**src/design/tage_pkg.sv**
```systemverilog
`timescale 1ns / 1ps
// Shared sizes, types and command/status bundles for the TAGE predictor.
// No dependencies; imported by the controller, the datapath and the top level.
package tage_pkg;

  localparam int TABLE_COUNT      = 8;
  localparam int BIM_ENTRIES      = 4096;
  localparam int TAGGED_ENTRIES   = 1024;
  localparam int TAG_BITS         = 9;
  localparam int SHORTEST_HISTORY = 2;
  localparam int LONGEST_HISTORY  = 256;

  localparam int HIST_BITS = ((LONGEST_HISTORY + 63) / 64) * 64;
  localparam int BIM_AW    = $clog2(BIM_ENTRIES);
  localparam int TAG_AW    = $clog2(TAGGED_ENTRIES);
  localparam int CLR_LEN   = (BIM_ENTRIES > TAGGED_ENTRIES) ? BIM_ENTRIES : TAGGED_ENTRIES;
  localparam int CNT_W     = $clog2(CLR_LEN);

  localparam logic [15:0] LFSR_SEED  = 16'hACE1;
  localparam logic [15:0] LFSR_MASK  = 16'hB400;
  localparam logic [15:0] PICK_LIMIT = 16'd21845;
  localparam logic [3:0]  TRUST_INIT = 4'd15;
  localparam logic [2:0]  CTR_INIT   = 3'd4;
  localparam logic [1:0]  BIM_INIT   = 2'd2;

  function automatic int fold_width_f();
    int w;
    w = 0;
    while ((2 << w) <= TAGGED_ENTRIES) w++;
    return w;
  endfunction

  localparam int FOLD_W     = fold_width_f();
  localparam int MAX_CHUNKS = LONGEST_HISTORY / FOLD_W;

  // geometric history length of tagged table i
  function automatic int hist_len(int i);
    int a;
    int best;
    int v;
    int k;
    bit stop;
    best = 0;
    stop = 1'b0;
    for (a = 1; a <= LONGEST_HISTORY; a++) begin
      if (!stop) begin
        v = SHORTEST_HISTORY;
        for (k = 0; k < TABLE_COUNT - 2; k++)
          if (v <= LONGEST_HISTORY) v = v * a;
        if (v <= LONGEST_HISTORY) best = a;
        else stop = 1'b1;
      end
    end
    if (i == 0) return 0;
    if (i == TABLE_COUNT - 1) return LONGEST_HISTORY;
    v = SHORTEST_HISTORY;
    for (k = 1; k < i; k++) v = v * best;
    return v;
  endfunction

  typedef struct packed {
    logic [TAG_BITS-1:0] tag;
    logic [2:0]          ctr;
  } tent_t;

  typedef struct packed {
    logic accept;
    logic eval;
    logic clr;
    logic age_rd;
    logic age_wr;
  } tage_cmd_t;

  typedef struct packed {
    logic clr_last;
    logic age_last;
    logic age_req;
  } tage_stat_t;

  typedef enum logic [4:0] {
    ST_CLEAR  = 5'b00001,
    ST_IDLE   = 5'b00010,
    ST_EVAL   = 5'b00100,
    ST_AGE_RD = 5'b01000,
    ST_AGE_WR = 5'b10000
  } tage_state_t;

endpackage

```
**src/design/tage_ctrl.sv**
```systemverilog
`timescale 1ns / 1ps
// Sequencer for the TAGE predictor: clear pass, lookup/update, useful aging sweep.
// Depends on tage_pkg.
module tage_ctrl
  import tage_pkg::*;
(
  input  logic       clk,
  input  logic       rst,
  input  logic       start,
  input  tage_stat_t stat,
  output tage_cmd_t  cmd,
  output logic       busy
);

  tage_state_t state, state_next;

  always_ff @(posedge clk) begin
    if (rst) state <= ST_CLEAR;
    else     state <= state_next;
  end

  always_comb begin
    state_next = state;
    case (state)
      ST_CLEAR:  if (stat.clr_last) state_next = ST_IDLE;
      ST_IDLE:   if (start) state_next = ST_EVAL;
      ST_EVAL:   state_next = stat.age_req ? ST_AGE_RD : ST_IDLE;
      ST_AGE_RD: state_next = ST_AGE_WR;
      ST_AGE_WR: if (stat.age_last) state_next = ST_IDLE;
                 else state_next = ST_AGE_RD;
      default:   state_next = ST_CLEAR;
    endcase
  end

  always_comb begin
    cmd.accept = (state == ST_IDLE) && start;
    cmd.eval   = (state == ST_EVAL);
    cmd.clr    = (state == ST_CLEAR);
    cmd.age_rd = (state == ST_AGE_RD);
    cmd.age_wr = (state == ST_AGE_WR);
    busy       = (state != ST_IDLE);
  end

endmodule

```
**config.mk**
```make
export PLATFORM = sky130hd
export DESIGN_NAME = tage_ctrl
export DESIGN_NICKNAME = d
export VERILOG_FILES = /design/src/design/tage_pkg.sv /design/src/design/tage_ctrl.sv
export SDC_FILE = /design/constraint.sdc
export NUM_CORES = 1
export LEC_CHECK = 0
export BUFFER_PORTS_ARGS = -buffer_cell sky130_fd_sc_hd__buf_4
export CORE_AREA = 2 2 39 41
export CTS_BUF_LIST = sky130_fd_sc_hd__clkbuf_4 sky130_fd_sc_hd__clkbuf_8 sky130_fd_sc_hd__clkbuf_16
export DETAILED_ROUTE_END_ITERATION = 12
export DIE_AREA = 0 0 41 43
export PLACE_DENSITY = 0.47
export SLEW_MARGIN = 20
export SYNTH_ARGS = -nofsm -noshare
export SYNTH_HDL_FRONTEND = slang
export SYNTH_SLANG_ARGS = --single-unit
```
**constraint.sdc**
```tcl
create_clock -name clk -period 1.4 [get_ports clk]
set_input_delay 0.07 -clock clk [delete_from_list [all_inputs] [get_ports clk]]
set_output_delay 0.07 -clock clk [all_outputs]
set_load 0.02 [all_outputs]
```
==> results of run 1 <==
==> report_power, final <==
part	switching, uW	internal (uW)
registers	7.99	149
clock network	61.9	127
logic	30.0	39.3
total	99.9	315
==> synthesized netlist by cell type <==
cell type	instances	area, um2
nor2b_1	2	12.51
a2bb2oi_1	1	8.760
nand3_1	1	5.000
nor3_1	1	5.000
nor2_1	6	22.52
or4_1	1	7.510
nand4bb_1	1	11.26
o311ai_1	1	8.760
inv_1	3	11.26
nor4b_1	1	8.760
or2_1	1	6.260
dfxtp_1	5	100.1
o21ai_0	1	5.000
or2_2	1	6.260
a211oi_2	1	12.51
mux2i_1	1	10.01
nor3b_1	1	7.510
and3b_1	1	8.760
a22oi_1	1	7.510
and3_1	2	12.51
==> logic make-up (layout without fill, tap and decap cells) <==
kind of cell,Yosys count,after routing
flip-flops,5,5
buffers and inverters,3,20
multiplexers,1,1
AND/OR/NAND/NOR,19,19
AO/OA/AOI/OAI,5,5
==> path summary, 6_finish.rpt <==
kind	from	to	slack [ns]
max	state[0]$_SDFFE_PP1P_	cmd[4]	0.06
min	rst	state[3]$_SDFFE_PP0P_	0.02
min reg2reg	state[3]$_SDFFE_PP0P_	state[1]$_SDFFE_PP0P_	0.65
max reg2reg	state[0]$_SDFFE_PP1P_	state[0]$_SDFFE_PP1P_	0.14
==> final cells by class <==
cell class                      count  area share
Tap cell                           16     0.04457
Timing Repair Buffer               13      0.2173
Sequential cell                     5      0.2284
Clock buffer                        4     0.06685
Inverter                            3     0.02507
Multi-Input combinational cell     25      0.4178
==> stage by stage <==
stage | instances | instance area, um2
after global placement | 61 | 399.1
final | 66 | 449.2
after global routing | 66 | 449.2
after floorplan | 33 | 289.0
after CTS | 65 | 434.2
after detailed placement | 61 | 399.1
==> per-layer routing <==
| layer | wire length, um | part of all wire | GRT usage | vias to the layer above |
|---|---|---|---|---|
| li1 | - | - | - | 154 |
| met1 | 300 | 0.45 | 0.1230 | 127 |
| met2 | 306 | 0.46 | 0.1063 | 12 |
| met3 | 45 | 0.067 | 0.03141 | 2 |
| met4 | 18 | 0.027 | 0.06000 | 0 |
| met5 | 0 | 0 | 0 | - |
==> worst register-to-register path, cell delays in order, from the launching register on <==
cell	delay (ns)
dfxtp_2	0.35
nor2_4	0.13
nand4bb_1	0.14
buf_4	0.17
and3_1	0.15
or2_1	0.20
==> what timing repair did <==
action	4_1_cts	5_1_grt
hold buffers	0	0
gates resized for setup	2	3
setup buffers	0	1
setup endpoints to repair	2	2
pin swaps	0	2
==> impl_metrics.ini, run 1 <==
[place]
hpwl_um = 496.9
globalplace.congestion = 0.6570
dp_slack_ns = 0.1572
io_buffer_count = 11

[sta]
grt_setup_unrepaired = no
fmaxAchievable_mhz = 748.7
holdWs_ns = 0.02341
hold_viol = 0
layout_worst_path_cycle_share = 0.9540
slew_headroom = 0.8302
fin_skew_ns = 0.001328
slew_viol_final = 0
setup_ws_ns = 0.06439
post-route-min-period_ns = 1.336
tightest_slew_ns = 0.2507
fin_setup_tns_ns = 0
setup_viol = 0

[layout]
postLayoutCoreUtil = 0.3246
top_register = state
final_nets = 57
drive_gt1_frac = 0.4800
largest_reg_flops = 5
num_antenna_cells = 0
multiInputGateArea_um2 = 187.7
fillers = 154
syn_to_final_growth_pct = 61.71
final_cell_mix = buf_4, nor2_1, clkbuf_4, inv_1, dfxtp_1
ff_latch_area_um2 = 102.6
largest_registers = state (5)
layout_commonest_cell = buf_4

[worst_setup_path]
crit_type = reg -> out
crit_slowest_cell = dfxtp_2
cpPeakStageDelay_ns = 0.35
path_max_fanout = 7
crit_top_cell = buf_4
crit_buf_inv = 2
r2r_cells = 5
crit_arrival_ns = 1.27
crit_required_ns = 1.33
path_cells = nor2_4 -> nand4bb_1 -> buf_4 -> nor2_1 -> buf_4
critical-path-top-delay-family = simple AND/OR/NAND/NOR gates
crit_path_end_kind = output pin
start_kind = register
cp_num_cells = 5

[detailed_routing]
drt_iter0_drc = 7
ant_nets = 0
detail_route.vias_per_cell = 4.470
routedWlPerCell_um = 10.15
drcViolationCount = 0
drt-total-wl_um = 670
drtPass1Iterations = 4
vias = 295

[floorplanning]
die_h_um = 43
rows = 14
ioPinCount = 12
core_area_mm2 = 0.001384
initial_core_util = 0.2007
die_w_um = 41
dieArea_mm2 = 0.001763

[logic_synthesis]
synthSimpleGateAreaFrac = 0.4099
syn-cell-area_um2 = 277.8
avgSynthCellArea_um2 = 8.417
yosys_warnings = 0
synth_mux_area_frac = 0.03604
ys_seq_area_frac = 0.3604
synth_compound_area_frac = 0.1532
synth-xor-area-share = 0
ys_seq_elements = 5
synth_cells = 33
ys_types = 20
synth_top_family_by_area = simple AND/OR/NAND/NOR gates
synth_fa_ha_area_frac = 0
synth_nets = 39

[global_routing]
grt_usage = 0.08753
gr-total-overflow = 0
first_global_vias = 253
antenna_found_initial = 0
grt_max_degree = 9
grt_pass1_wl_um = 1007

[clock_network]
cts.sinks = 5
cts_root_buffer = clkbuf_4
clk_path_buf_depth = 2
cts_tree = done
cts_buffers = 3
cts_max_level = 1
clkTransAtPathRegs_ns = 0.04
clk-insertion-delay-late_ns = 0.24

[pwr]
p_per_area_mw_per_mm2 = 923.9
fin_total_pwr_uw = 415.0
leakage_uw = 0.0002062
ir_drop_v = 0.0003300

[worst_hold_path]
hold_path_depth = 2
hp-class = in -> reg

[flow_run]
maxCapViolCount = 0

[run_status]
status = completed
Note: power is estimated with default switching activity, not from simulation.
==> run 2, diff against run 1 <==
--- a/config.mk
+++ b/config.mk
@@ -5,12 +5,15 @@
 export SDC_FILE = /design/constraint.sdc
 export NUM_CORES = 1
 export LEC_CHECK = 0
+export ABC_AREA = 1
 export BUFFER_PORTS_ARGS = -buffer_cell sky130_fd_sc_hd__buf_4
+export CELL_PAD_IN_SITES_DETAIL_PLACEMENT = 1
+export CELL_PAD_IN_SITES_GLOBAL_PLACEMENT = 1
 export CORE_AREA = 2 2 39 41
 export CTS_BUF_LIST = sky130_fd_sc_hd__clkbuf_4 sky130_fd_sc_hd__clkbuf_8 sky130_fd_sc_hd__clkbuf_16
 export DETAILED_ROUTE_END_ITERATION = 12
 export DIE_AREA = 0 0 41 43
-export PLACE_DENSITY = 0.47
+export PLACE_DENSITY = 0.65
 export SLEW_MARGIN = 20
 export SYNTH_ARGS = -nofsm -noshare
 export SYNTH_HDL_FRONTEND = slang
==> impl_metrics.ini, run 2 <==
[clock_network]
cts_max_level = 1
clk-insertion-delay-late_ns = 0.24
ctsHoldBuffers = 1
cts_resized = 0
clkTransAtPathRegs_ns = 0.04
cts.sinks = 5
cts_root_buffer = clkbuf_4
cts_tree = done
cts_setup_buffers = 0
clk_path_buf_depth = 2
cts_buffers = 3

[logic_synthesis]
yosys_warnings = 0
synth_nets = 51
synth_top_cell_area_share = 0.3150
synth_area_leader_cell = dfxtp_1
synthTopCellsByCount = inv_1, dfxtp_1
synth-edff-count = 0
avgSynthCellArea_um2 = 7.062
synth.most_common_cell = inv_1
synthArstFlopShare = 0
synth_cells = 45
synth_flop_cell = dfxtp_1
syn-cell-area_um2 = 317.8
ys_seq_elements = 5
ys_seq_area_frac = 0.3150
ys_types = 14
synthTopCellsByArea = dfxtp_1, inv_1, nand4_1

[detailed_routing]
drt_iter0_drc = 2
detail_route.vias_per_cell = 4.390
drtPass1Iterations = 2
vias = 338
drt-total-wl_um = 797
drcViolationCount = 0
ant_nets = 0
routedWlPerCell_um = 10.35

[layout]
num_antenna_cells = 0
final_nets = 68
instances_no_fill = 77
largest_reg_flops = 5
postLayoutCoreUtil = 0.3327
top_register = state
layout_commonest_cell = inv_1
drive_gt1_frac = 0.3934
fillers = 180
largest_registers = state (5)
final_area_um2 = 460.4
final_cell_mix = inv_1, buf_4, dfxtp_1
syn_to_final_growth_pct = 44.88

[floorplanning]
ioPinCount = 12
die_w_um = 41
rows = 14
dieArea_mm2 = 0.001763
die_h_um = 43
core_area_mm2 = 0.001384
initial_core_util = 0.2297

[pwr]
power.internal_uw = 355.9
pwr-share-seq = 0.326
p_sw_uw = 177.1
power_frac_clock = 0.354
leakage_uw = 0.0002539
sw_frac_of_total = 0.3322
p_per_area_mw_per_mm2 = 1158
pwr-share-comb = 0.320
ir_drop_v = 0.0003137

[sta]
hold_viol = 0
fmaxAchievable_mhz = 799.0
setup_viol = 0
post-route-min-period_ns = 1.252
tightest_slew_ns = 0.2485
grt_setup_unrepaired = no
fin_setup_tns_ns = 0
fin_skew_ns = 0.0006246
slew_viol_final = 0
slew_headroom = 0.8341
layout_worst_path_cycle_share = 0.8939

[worst_setup_path]
crit_slowest_cell = dfxtp_1
cpPeakStageDelay_ns = 0.31
crit_top_cell = inv_1
crit_type = reg -> out
critical_path.startpoint = state[4]$_SDFFE_PP0P_
start_kind = register
crit_buf_inv = 3
crit_arrival_ns = 1.18
crit_path_end_kind = output pin
r2r_slack_ns = 0.35
path_max_fanout = 7
critical-path-top-delay-family = buffers and inverters
reg2reg_from = state[3]$_SDFFE_PP0P_
path_cells = inv_1 -> nand4_1 -> inv_1 -> buf_4
crit_required_ns = 1.33

[global_routing]
grt_max_degree = 8
gr-total-overflow = 0
grt_usage = 0.1254
top_usage_layer = met1
grt_use_met1 = 0.1603
antenna_found_initial = 0
grt_pass1_wl_um = 1442
grt_use_met2 = 0.1594
grtUsageMet3 = 0.03141
first_global_vias = 350

[flow_run]
maxCapViolCount = 0

[worst_hold_path]
hold_start = start
hp-class = in -> reg

[run_status]
status = completed

[place]
io_buffer_count = 11
hpwl_um = 647.2
globalplace.congestion = 0.6753
dp.cells = 72
dpl_cell_area_um2 = 420.4
## run 2: power groups by stage
| stage | sequential [uW] | combinational, uW | clock [uW] |
|---|---|---|---|
| floorplan | 174 | 114 | 0 |
| global placement | 176 | 168 | 0 |
| detailed placement | 177 | 171 | 0 |
| CTS | 174 | 173 | 203 |
| global route | 178 | 190 | 217 |
| finish | 174 | 171 | 189 |
## run 2: cells by family (layout without fill, tap and decap cells)
logic type | after synthesis | in the layout | synth area share
buf+inv | 13 | 29 | 0.1536
flops | 5 | 5 | 0.3150
simple gates | 24 | 24 | 0.4566
compound gates | 3 | 3 | 0.07483
## run 2: final cells by class
class,instances,area (um2),area share
inverter,13,48.80,0.1060
clock buffer,4,30.03,0.06522
timing repair buffer,12,92.59,0.2011
sequential,5,100.1,0.2174
multi-input combinational,27,168.9,0.3668
tap,16,20.02,0.04348
## run 2: worst paths after layout
| path | to | cells after the start |
|---|---|---|
| worst min-delay path | state[2]$_SDFFE_PP0P_ | 3 |
| worst min register to register | state[4]$_SDFFE_PP0P_ | 2 |
| worst max-delay path | cmd[1] | 4 |
| worst max register to register | state[1]$_SDFFE_PP0P_ | 6 |
## run 2: worst register-to-register path, delay by kind of cell (launching register included)
kind | cells | cell delay [ns]
flops | 1 | 0.34
compound gates | 1 | 0.05
simple gates | 4 | 0.51
buf+inv | 1 | 0.04
## run 2: routing by layer
layer  part of all wire  vias to the layer above
li1                   -                      175
met1               0.46                      151
met2               0.46                       10
met3              0.060                        2
met4              0.018                        0
met5                  0                        -
## run 2: per-stage QoR
step / setup slack [ns] / hold WS [ns] / power, uW
2_1_floorplan: 0.3012 / 0.1324 / 288.1
3_3_place_gp: 0.3628 / 0.2597 / 344.6
3_5_place_dp: 0.3580 / 0.2591 / 347.7
4_1_cts: 0.1217 / 0.1323 / 550.2
5_1_grt: 0.02834 / 0.1503 / 585.0
6_report: 0.1485 / 0.1375 / 533.0
==> run 3, diff against run 2 <==
--- a/config.mk
+++ b/config.mk
@@ -8,12 +8,12 @@
 export ABC_AREA = 1
 export BUFFER_PORTS_ARGS = -buffer_cell sky130_fd_sc_hd__buf_4
 export CELL_PAD_IN_SITES_DETAIL_PLACEMENT = 1
-export CELL_PAD_IN_SITES_GLOBAL_PLACEMENT = 1
-export CORE_AREA = 2 2 39 41
+export CELL_PAD_IN_SITES_GLOBAL_PLACEMENT = 2
+export CORE_MARGIN = 2
+export CORE_UTILIZATION = 22
 export CTS_BUF_LIST = sky130_fd_sc_hd__clkbuf_4 sky130_fd_sc_hd__clkbuf_8 sky130_fd_sc_hd__clkbuf_16
 export DETAILED_ROUTE_END_ITERATION = 12
-export DIE_AREA = 0 0 41 43
-export PLACE_DENSITY = 0.65
+export PLACE_DENSITY = 0.75
 export SLEW_MARGIN = 20
 export SYNTH_ARGS = -nofsm -noshare
 export SYNTH_HDL_FRONTEND = slang
==> impl_metrics.ini, run 3 (synthesis results as in run 2) <==
[run_status]
status = completed

[detailed_routing]
detail_route.vias_per_cell = 4.413
wl_met2_um = 357
vias = 331
drt_iter0_drc = 3
top_layer = met3
wl_met3_um = 41
routedWlPerCell_um = 10.11
drt-total-wl_um = 758
drcViolationCount = 0
drt-met1-wl_um = 359
drtPass1Iterations = 2
ant_nets = 0

[flow_run]
maxCapViolCount = 0

[worst_setup_path]
crit_slowest_cell = dfxtp_1
path_cells = inv_1 -> nor2_2 -> nand3_2 -> nor2_1 -> buf_4
crit_buf_inv = 2
critical-path-top-delay-family = simple AND/OR/NAND/NOR gates
crit_required_ns = 1.33
crit_type = reg -> out
start_kind = register
path_max_fanout = 4
cpPeakStageDelay_ns = 0.36
crit_path_end_kind = output pin
crit_arrival_ns = 1.18

[layout]
syn_to_final_growth_pct = 41.34
layout_commonest_cell = inv_1
num_antenna_cells = 0
final_nets = 67
drive_gt1_frac = 0.4000
top_register = state
largest_registers = state (5)
final_cell_mix = inv_1, buf_4, dfxtp_1
largest_reg_flops = 5

[pwr]
ir_drop_v = 0.0004213
leakage_uw = 0.0002497
p_per_area_mw_per_mm2 = 1174

[clock_network]
clk-insertion-delay-late_ns = 0.24
cts_root_buffer = clkbuf_4
ctsHoldBuffers = 0
cts_max_level = 1
cts_resized = 0
clkTransAtPathRegs_ns = 0.04
cts.sinks = 5
cts_tree = done
clk_path_buf_depth = 2
cts_setup_buffers = 0
cts_buffers = 3

[global_routing]
antenna_found_initial = 0
grt_pass1_wl_um = 1331
gr-total-overflow = 0
grt_max_degree = 8
grt_usage = 0.1026
first_global_vias = 348

[floorplanning]
core_area_mm2 = 0.001318
dieArea_mm2 = 0.001764
initial_core_util = 0.2412
ioPinCount = 12
die_h_um = 42.01
rows = 13
die_w_um = 42.01

[sta]
hold_viol = 0
post-route-min-period_ns = 1.251
fin_setup_tns_ns = 0
slew_headroom = 0.8411
slew_viol_final = 0
fmaxAchievable_mhz = 799.1
setup_viol = 0
fin_skew_ns = 0.004121
layout_worst_path_cycle_share = 0.8938
setup_ws_ns = 0.1486
tightest_slew_ns = 0.2381
grt_setup_unrepaired = no

[worst_hold_path]
hp-class = in -> reg

[place]
io_buffer_count = 11
globalplace.congestion = 0.7433
dp_slack_ns = 0.3408
hpwl_um = 660.7
[run 3: cell types whose count changed in the layout (fill, tap and decap cells not counted), sizes merged]
cell	previous run	this run
dlygate4sd3	1	0
[run 3: routing by layer]
layer  vias to the layer above  global-route usage
met2                        10              0.1500
met5                         -                   0
li1                        172                   -
met3                         0             0.01293
met1                       149              0.1276
met4                         0             0.09677
[run 3: per-stage QoR]
stage / instances / util / cell area (um2) / power [uW] / hold WS (ns)
after global routing: 75 / 0.3409 / 449.2 / 572.7 / 0.009777
after floorplan: 45 / - / 317.8 / 288.1 / 0.1324
after detailed placement: 71 / 0.3181 / 419.2 / 348.1 / 0.2651
final: 75 / 0.3409 / 449.2 / 527.1 / 0.01327
after CTS: 75 / 0.3409 / 449.2 / 542.0 / 0.004425
after global placement: 71 / 0.3181 / 419.2 / 346.0 / 0.2613
[run 3: worst paths after layout]
check	start	slack, ns	endpoint	depth (start not counted)
max	state[1]$_SDFFE_PP0P_	0.15	cmd[4]	5
min	rst	0.01	state[1]$_SDFFE_PP0P_	2
max reg2reg	state[3]$_SDFFE_PP0P_	0.35	state[1]$_SDFFE_PP0P_	6
min reg2reg	state[3]$_SDFFE_PP0P_	0.58	state[4]$_SDFFE_PP0P_	2
[run 3: final cells by class]
type                            instances  area [um2]
Fill cell                             178       868.3
Multi-Input combinational cell         27       168.9
Sequential cell                         5       100.1
Timing Repair Buffer                   11       82.58
Inverter                               13       48.80
Clock buffer                            4       30.03
Tap cell                               15       18.77
[run 3: report_power, final]
group / internal, uW / switching [uW] / total (uW)
logic: 68.7 / 100 / 169
registers: 158 / 14.9 / 173
clock network: 127 / 57.8 / 185
